$ cat src/sv/wfd_pkg.sv
// ----------------------------------------------------------------------------
// wfd_pkg
// shared types and constants of the weighted flap detector: field widths,
// register indexes and the command and status bundles between control and
// datapath
// ----------------------------------------------------------------------------
`default_nettype none

package wfd_pkg;

	localparam int PCT_W       = 15;
	localparam int MASK_W      = 4;
	localparam int STATE_W     = 2;
	localparam int CFG_IDX_W   = 2;
	localparam int CFG_DATA_W  = 15;
	localparam int PCT_MAX     = 25600;

	// register indexes
	localparam logic [CFG_IDX_W-1:0] CFG_LOW_THR   = 2'd0;
	localparam logic [CFG_IDX_W-1:0] CFG_HIGH_THR  = 2'd1;
	localparam logic [CFG_IDX_W-1:0] CFG_TRACK_MSK = 2'd2;
	localparam logic [CFG_IDX_W-1:0] CFG_DETECT_EN = 2'd3;

	// observed state codes
	localparam logic [STATE_W-1:0] OBS_OK = 2'd0;

	typedef struct packed {
		logic accept;
		logic walk_start;
		logic walk_step;
		logic scale;
		logic finish;
	} wfd_cmd_t;

	typedef struct packed {
		logic skip;
		logic walk_last;
	} wfd_sts_t;

endpackage

`default_nettype wire

$ cat src/sv/wfd_dp.sv
// ----------------------------------------------------------------------------
// wfd_dp
// datapath: config registers, ring history, weighted transition walk,
// reciprocal scaling and hysteresis decision with the result register
// ----------------------------------------------------------------------------
`default_nettype none

module wfd_dp import wfd_pkg::*; #(
	parameter int HISTORY_DEPTH = 21
) (
	input  wire logic                  clk,
	input  wire logic                  arst_n,
	input  wire logic                  cfg_we,
	input  wire logic [CFG_IDX_W-1:0]  cfg_addr,
	input  wire logic [CFG_DATA_W-1:0] cfg_wdata,
	input  wire logic [STATE_W-1:0]    obs_state,
	input  wire logic                  soft_req,
	input  wire logic                  update,
	input  wire wfd_cmd_t              cmd,
	output wfd_sts_t                   sts,
	output logic [PCT_W-1:0]           change_pct,
	output logic                       flapping,
	output logic                       started,
	output logic                       stopped,
	output logic                       ignored
);

	localparam int N      = HISTORY_DEPTH;
	localparam int IDX_W  = $clog2(N);
	localparam int CNT_W  = $clog2(N - 1);
	localparam int WGT_W  = $clog2(5 * (N - 2) + 1);
	localparam int SUM_W  = $clog2(4 * (N - 1) * (N - 2) + 1);
	localparam int DIV_D  = (N - 2) * (N - 1);
	// rounded-up reciprocal of DIV_D times 6400; the shift keeps the error
	// below one step of the quotient for every sum up to 4 * DIV_D
	localparam int RCP_SH = $clog2(4 * DIV_D * DIV_D) + 1;
	localparam longint unsigned RCP_M =
		((64'd6400 << RCP_SH) + 64'(DIV_D) - 64'd1) / 64'(DIV_D);
	localparam int RCP_W  = $clog2(RCP_M + 64'd1);
	localparam int PROD_W = SUM_W + RCP_W;
	localparam logic [RCP_W-1:0] RCP_K = RCP_W'(RCP_M);

	// config
	logic [PCT_W-1:0]  low_thr_q, high_thr_q;
	logic [MASK_W-1:0] track_mask_q;
	logic              detect_en_q;

	// history and item state
	logic [STATE_W-1:0] hist_q [N];
	logic [IDX_W-1:0]   slot_q;
	logic               skip_q;
	logic [PCT_W-1:0]   last_pct_q;
	logic               flap_q;

	// walk
	logic [IDX_W-1:0]   pos_q;
	logic [STATE_W-1:0] prev_q;
	logic [CNT_W-1:0]   cnt_q;
	logic [WGT_W-1:0]   wgt_q;
	logic [SUM_W-1:0]   sum_q;

	// scaling
	logic [PROD_W-1:0]  prod_q;

	logic               item_skip, item_rec;
	logic [IDX_W-1:0]   slot_nx, pos_nx;
	logic [STATE_W-1:0] cur_st;
	logic [PCT_W-1:0]   pct_calc;
	logic [PCT_W-1:0]   pct_sel;
	logic               flag_nx, start_nx, stop_nx;

	assign item_skip = soft_req && (obs_state != OBS_OK);
	assign item_rec  = !item_skip && update && track_mask_q[obs_state];
	assign slot_nx   = (slot_q == IDX_W'(N - 1)) ? '0 : slot_q + 1'b1;
	assign pos_nx    = (pos_q == IDX_W'(N - 1)) ? '0 : pos_q + 1'b1;
	assign cur_st    = hist_q[pos_nx];

	// floor(sum * 6400 / DIV_D) from the registered product
	assign pct_calc = prod_q[RCP_SH +: PCT_W];

	assign sts.skip      = skip_q;
	assign sts.walk_last = cnt_q == CNT_W'(N - 2);

	// hysteresis
	assign pct_sel = skip_q ? last_pct_q : pct_calc;
	always_comb begin
		flag_nx  = flap_q;
		start_nx = 1'b0;
		stop_nx  = 1'b0;
		if (!skip_q && detect_en_q) begin
			if (pct_sel <= low_thr_q) begin
				stop_nx = flap_q;
				flag_nx = 1'b0;
			end else if (pct_sel >= high_thr_q) begin
				start_nx = !flap_q;
				flag_nx  = 1'b1;
			end
		end
		if (!detect_en_q)
			flag_nx = 1'b0;
	end

	always_ff @(posedge clk or negedge arst_n) begin
		if (!arst_n) begin
			low_thr_q    <= PCT_W'(1280);
			high_thr_q   <= PCT_W'(5120);
			track_mask_q <= '1;
			detect_en_q  <= 1'b1;
		end else if (cfg_we) begin
			unique case (cfg_addr)
				CFG_LOW_THR:   low_thr_q    <= cfg_wdata[PCT_W-1:0];
				CFG_HIGH_THR:  high_thr_q   <= cfg_wdata[PCT_W-1:0];
				CFG_TRACK_MSK: track_mask_q <= cfg_wdata[MASK_W-1:0];
				CFG_DETECT_EN: detect_en_q  <= cfg_wdata[0];
				default: ;
			endcase
		end
	end

	always_ff @(posedge clk or negedge arst_n) begin
		if (!arst_n) begin
			for (int i = 0; i < N; i++)
				hist_q[i] <= OBS_OK;
			slot_q     <= '0;
			last_pct_q <= '0;
			flap_q     <= 1'b0;
		end else begin
			if (cmd.accept && item_rec) begin
				hist_q[slot_q] <= obs_state;
				slot_q         <= slot_nx;
			end
			if (cmd.finish) begin
				flap_q <= flag_nx;
				if (!skip_q)
					last_pct_q <= pct_calc;
			end
		end
	end

	always_ff @(posedge clk) begin
		if (cmd.accept)
			skip_q <= item_skip;
		if (cmd.walk_start) begin
			pos_q  <= slot_q;
			prev_q <= hist_q[slot_q];
			cnt_q  <= '0;
			wgt_q  <= WGT_W'(3 * (N - 2));
			sum_q  <= '0;
		end else if (cmd.walk_step) begin
			pos_q  <= pos_nx;
			prev_q <= cur_st;
			cnt_q  <= cnt_q + 1'b1;
			wgt_q  <= wgt_q + WGT_W'(2);
			if (cur_st != prev_q)
				sum_q <= sum_q + SUM_W'(wgt_q);
		end
		// constant multiply, sum width by reciprocal width
		if (cmd.scale)
			prod_q <= PROD_W'(sum_q) * PROD_W'(RCP_K);
		if (cmd.finish) begin
			change_pct <= pct_sel;
			flapping   <= flag_nx;
			started    <= start_nx;
			stopped    <= stop_nx;
			ignored    <= skip_q;
		end
	end

endmodule

`default_nettype wire

$ cat src/sv/wfd_ctrl.sv
// ----------------------------------------------------------------------------
// wfd_ctrl
// controller: sequences accept, history walk, scaling and result hand-off
// ----------------------------------------------------------------------------
`default_nettype none

module wfd_ctrl import wfd_pkg::*; (
	input  wire logic     clk,
	input  wire logic     arst_n,
	input  wire logic     in_valid,
	output logic          in_ready,
	output logic          out_valid,
	input  wire logic     out_ready,
	input  wire wfd_sts_t sts,
	output wfd_cmd_t      cmd
);

	typedef enum logic [4:0] {
		S_IDLE = 5'b00001,
		S_LOAD = 5'b00010,
		S_WALK = 5'b00100,
		S_MUL  = 5'b01000,
		S_DONE = 5'b10000
	} wfd_state_t;

	wfd_state_t state_q, state_nx;
	logic       out_valid_q;
	logic       out_free;

	assign out_free  = !out_valid_q || out_ready;
	assign in_ready  = state_q == S_IDLE;
	assign out_valid = out_valid_q;

	always_comb begin
		state_nx = state_q;
		cmd      = '0;
		unique case (state_q)
			S_IDLE: begin
				if (in_valid) begin
					cmd.accept = 1'b1;
					state_nx   = S_LOAD;
				end
			end
			S_LOAD: begin
				cmd.walk_start = 1'b1;
				state_nx       = sts.skip ? S_DONE : S_WALK;
			end
			S_WALK: begin
				cmd.walk_step = 1'b1;
				if (sts.walk_last)
					state_nx = S_MUL;
			end
			S_MUL: begin
				cmd.scale = 1'b1;
				state_nx  = S_DONE;
			end
			S_DONE: begin
				if (out_free) begin
					cmd.finish = 1'b1;
					state_nx   = S_IDLE;
				end
			end
			default: state_nx = S_IDLE;
		endcase
	end

	always_ff @(posedge clk or negedge arst_n) begin
		if (!arst_n) begin
			state_q     <= S_IDLE;
			out_valid_q <= 1'b0;
		end else begin
			state_q <= state_nx;
			if (cmd.finish)
				out_valid_q <= 1'b1;
			else if (out_ready)
				out_valid_q <= 1'b0;
		end
	end

endmodule

`default_nettype wire

$ cat src/sv/weighted_flap_detector_unit.sv
// ----------------------------------------------------------------------------
// weighted_flap_detector_unit
// weighted state change flap detector with hysteresis
// ----------------------------------------------------------------------------
// one request in gives one result out. a request is taken only while the unit
// is idle; a recorded (or merely re-evaluated) request goes through these steps
// in order: load the walk, walk over the ring history (one entry a cycle),
// scale by a multiply with a constant reciprocal, and decide and register the
// result. the unit is ready again in the cycle after the result is registered.
// a soft non-ok request skips the walk and the scaling and goes from the load
// straight to the result step. the result sits in an output register, so a new
// request is taken while the previous result still waits on out_ready; a result
// that cannot be handed off holds the unit in its last step. registers are to
// be written by the user through cfg_we / cfg_addr / cfg_wdata only while idle;
// the unit itself does not enforce this.
// ----------------------------------------------------------------------------
`default_nettype none

module weighted_flap_detector_unit import wfd_pkg::*; #(
	parameter int HISTORY_DEPTH = 21
) (
	input  wire logic                  clk,
	input  wire logic                  arst_n,
	// register write port
	input  wire logic                  cfg_we,
	input  wire logic [CFG_IDX_W-1:0]  cfg_addr,
	input  wire logic [CFG_DATA_W-1:0] cfg_wdata,
	// request channel
	input  wire logic                  in_valid,
	output logic                       in_ready,
	input  wire logic [STATE_W-1:0]    obs_state,
	input  wire logic                  soft_req,
	input  wire logic                  update,
	// result channel
	output logic                       out_valid,
	input  wire logic                  out_ready,
	output logic [PCT_W-1:0]           change_pct,
	output logic                       flapping,
	output logic                       started,
	output logic                       stopped,
	output logic                       ignored
);

	// command and status bundles between sequencer and datapath
	wfd_cmd_t cmd;
	wfd_sts_t sts;

	// sequencer: owns the handshakes and steps the datapath
	wfd_ctrl u_ctrl (
		.clk       (clk),
		.arst_n    (arst_n),
		.in_valid  (in_valid),
		.in_ready  (in_ready),
		.out_valid (out_valid),
		.out_ready (out_ready),
		.sts       (sts),
		.cmd       (cmd)
	);

	// datapath: history ring, weighted walk, scaling, hysteresis and result
	wfd_dp #(
		.HISTORY_DEPTH (HISTORY_DEPTH)
	) u_dp (
		.clk            (clk),
		.arst_n         (arst_n),
		.cfg_we         (cfg_we),
		.cfg_addr       (cfg_addr),
		.cfg_wdata      (cfg_wdata),
		.obs_state      (obs_state),
		.soft_req       (soft_req),
		.update         (update),
		.cmd            (cmd),
		.sts            (sts),
		.change_pct     (change_pct),
		.flapping       (flapping),
		.started        (started),
		.stopped        (stopped),
		.ignored        (ignored)
	);

endmodule

`default_nettype wire

$ cat config.mk
export PLATFORM = sky130hd
export DESIGN_NAME = weighted_flap_detector_unit
export DESIGN_NICKNAME = d
export VERILOG_FILES = /design/src/sv/wfd_pkg.sv /design/src/sv/wfd_dp.sv /design/src/sv/wfd_ctrl.sv /design/src/sv/weighted_flap_detector_unit.sv
export SDC_FILE = /design/constraint.sdc
export NUM_CORES = 1
export LEC_CHECK = 0
export ABC_AREA = 1
export ABC_CLOCK_PERIOD_IN_PS = 8530
export BUFFER_PORTS_ARGS = -buffer_cell sky130_fd_sc_hd__buf_2
export CAP_MARGIN = 20
export CORE_UTILIZATION = 40
export CTS_CLUSTER_SIZE = 40
export DETAILED_ROUTE_END_ITERATION = 12
export PLACE_DENSITY = 0.63
export SLEW_MARGIN = 5
export SYNTH_ARGS = -nofsm -noshare
export SYNTH_HDL_FRONTEND = slang
export SYNTH_SLANG_ARGS = --single-unit
export TNS_END_PERCENT = 30
$ cat constraint.sdc
create_clock -name clk -period 8.53 [get_ports clk]
set_input_delay 0.853 -clock clk [delete_from_list [all_inputs] [get_ports clk]]
set_output_delay 0.853 -clock clk [all_outputs]
set_load 0.005 [all_outputs]
==> reports/results.ini <==
[setup_path]
end_kind=register
r2r_cells=17
crit_arrival_ns=5.25
path_max_fanout=11
rr_startpoint=u_dp.sum_q[8]
worstSetupStartpointType=register
critPathRequiredTime_ns=8.72
setup.worst_path.class=register to register
r2r_slack_ns=3.47
r2r_end=u_dp.prod_q[33]

[floorplan]
fp.dieW_um=182
die-area_um2=33200
io_pins=47
start_util_pct=40.9
core_area_um2=31800
dieHeight_um=182
core.rowCount=65

[finish]
fin_area_um2=14300
num-nets-final=1871
areaGrowthSynthToFinish_pct=9.86
fin_util_pct=44.9
layout_commonest_cell=nand2_1
fin_cells=2074
final_cell_mix=300 x nand2_1, 298 x inv_1, 184 x o21ai_0, 148 x ha_1, 102 x nor2_1
antennaDiodeCount=0
drive_gt1_share_pct=7.02

[clock_network]
cts_resized=0
cts-root-buf=clkbuf_16
cts_tree=done
clk_pin_slew_ns=0.07
postCtsSetupBuffers=0
clockBufferDepth=2
cts_buffers=17
cts_max_level=4
ctsHoldBuffers=0
cts_sinks=168
insertion_delay_ns=0.45

[power_and_ir_drop]
power_density_nw_per_um2=355
p_leak_nw=7.24
ir_drop_mv=0.208

[placed_design]
hpwl_um=24400
port_buffers=46
gp_congestion=0.929
dpl_cell_area_um2=13600
dp.cells=2038

[synthesis]
ys_seq_area_share_pct=33.2
syn_inst=1590
syn_area_um2=13000
synth_seq_cells=168
syn_area_per_cell_um2=8.17
ys_types=46
yosysWarnings=0
synth_nets=1835

[sta]
maxSlewHeadroom_pct=44.1
rsz0062_at_grt=false
final-max-slew-violation-count=0
tightest_slew_ns=0.829
holdWs_ns=0.314
min_period_ns=5.06
setup_viol=0
finalHoldViolCount=0
skew_ns=0.0126
fin_setup_tns_ns=0
max_freq_mhz=198
timing.final.crit_share_pct=59.3

[drt]
ant_nets=0
routed_wl_um=31200
drc=0
vias_per_cell=4.99
first_iter_violations=762
drt_first_pass_iters=5
num_vias=10400
wl_per_cell_um=15.1

[grt]
grt_max_degree=79
grt_pass1_vias=10000
grt_pass1_wl_um=51400
overflow=0
grt_usage_pct=19.7
antenna_found_initial=0

[run]
drv_cap=0

[run_status]
outcome=finished clean

[hold_path]
hp-class=primary input to asynchronous set/reset pin

cell families after synthesis:
group	Yosys count	share of synthesized area, %
AND/OR/NAND/NOR	535	17.6
adder cells (fa/ha/maj)	219	25.2
flip-flops	168	33.2
buffers and inverters	338	10.1
XOR/XNOR	21	1.42
AO/OA/AOI/OAI	309	12.5
Yosys cell counts, drive strengths merged:
| master | instances | area share (%) |
|---|---|---|
| buf | 7 | 0.51 |
| ha | 148 | 14 |
| o2111ai | 1 | 0.067 |
| a31oi | 2 | 0.096 |
| nand3 | 78 | 3.1 |
| fa | 71 | 11 |
| a21oi | 92 | 3.5 |
| a41oi | 2 | 0.13 |
| a221oi | 3 | 0.20 |
| nor2 | 108 | 3.3 |
| o31ai | 1 | 0.058 |
| inv | 301 | 8.7 |
| edfxtp | 42 | 9.7 |
| dfrtp | 94 | 18 |
| a211oi | 2 | 0.12 |
| o21bai | 3 | 0.17 |
| nand3b | 3 | 0.17 |
| o21ai | 185 | 7.1 |
| clkbuf | 30 | 0.87 |
| xnor2 | 7 | 0.47 |
| nor4 | 3 | 0.19 |
| o41ai | 2 | 0.13 |
| xor2 | 14 | 0.94 |
| nor3 | 14 | 0.54 |
| dfstp | 10 | 2.0 |
| and3 | 1 | 0.048 |
| nand2 | 308 | 9.2 |
| a21boi | 1 | 0.058 |
| dfxtp | 22 | 3.4 |
| nand4 | 16 | 0.77 |
| o22ai | 5 | 0.24 |
| o21a | 2 | 0.12 |
| a21o | 4 | 0.23 |
| or2 | 2 | 0.096 |
| nor3b | 2 | 0.12 |
| o211ai | 4 | 0.23 |
area by class of cell:
type | count | area, um2
inverter | 301 | 1130
timing repair buffer | 54 | 340
fill | 3108 | 17500
sequential | 168 | 4320
clock inverter | 13 | 130
multi-input combinational | 1084 | 7380
tap | 435 | 544
clock buffer | 19 | 433
worst max path at each step:
stage	startpoint	slack, ns	endpoint
floorplan	u_dp.sum_q[8]	3.83	u_dp.prod_q[33]
global placement	u_dp.sum_q[10]	3.50	u_dp.prod_q[33]
detailed placement	u_dp.sum_q[10]	3.47	u_dp.prod_q[33]
CTS	u_dp.sum_q[10]	3.45	u_dp.prod_q[33]
global route	u_dp.sum_q[8]	3.10	u_dp.prod_q[31]
finish	u_dp.sum_q[8]	3.47	u_dp.prod_q[33]
metal layers:
metal	vias to the layer above	global-route usage, %	share of wire, %
li1	5214	-	-
met1	4877	27.5	49
met2	224	30.8	45
met3	41	3.65	4.2
met4	0	6.49	2.3
met5	-	0	0
critical path, stage by stage, from the launching register on:
cell      delay (ns)
dfxtp_1         0.63
fa_1            0.50
inv_1           0.11
fa_1            0.46
fa_1            0.55
inv_1           0.06
fa_1            0.52
inv_1           0.05
fa_1            0.53
inv_1           0.05
ha_1            0.34
a21oi_1         0.14
inv_1           0.07
a21oi_1         0.14
o21ai_0         0.14
a221oi_1        0.25
nand2_1         0.10
xor2_1          0.15
power by group:
group,internal [mW],switching (mW),total (mW),leakage [nW]
registers,1.06,0.196,1.25,1.89
clock network,0.428,0.333,0.761,0.266
logic,1.11,1.95,3.06,5.08
registers in the layout, indices dropped and copies added (netlist names), 2 cells and up:
signal and flops:
u_dp.slot_q 5, u_dp.pos_q 5, u_dp.prev_q 2, u_dp.prod_q 15, u_dp.wgt_q 6, u_dp.hist_q 42, u_ctrl.state_q 5, u_dp.cnt_q 5
u_dp.change_pct 15, u_dp.high_thr_q 15, u_dp.low_thr_q 15, u_dp.track_mask_q 4, u_dp.sum_q 11, u_dp.last_pct_q 15
stage by stage:
| step | setup WS, ns | power, mW |
|---|---|---|
| finish | 3.47 | 5.07 |
| floorplan | 3.83 | 3.50 |
| global placement | 3.50 | 4.25 |
| CTS | 3.45 | 5.09 |
| global route | 3.10 | 5.61 |
| detailed placement | 3.47 | 4.31 |
Note: power is estimated with default switching activity, not from simulation.
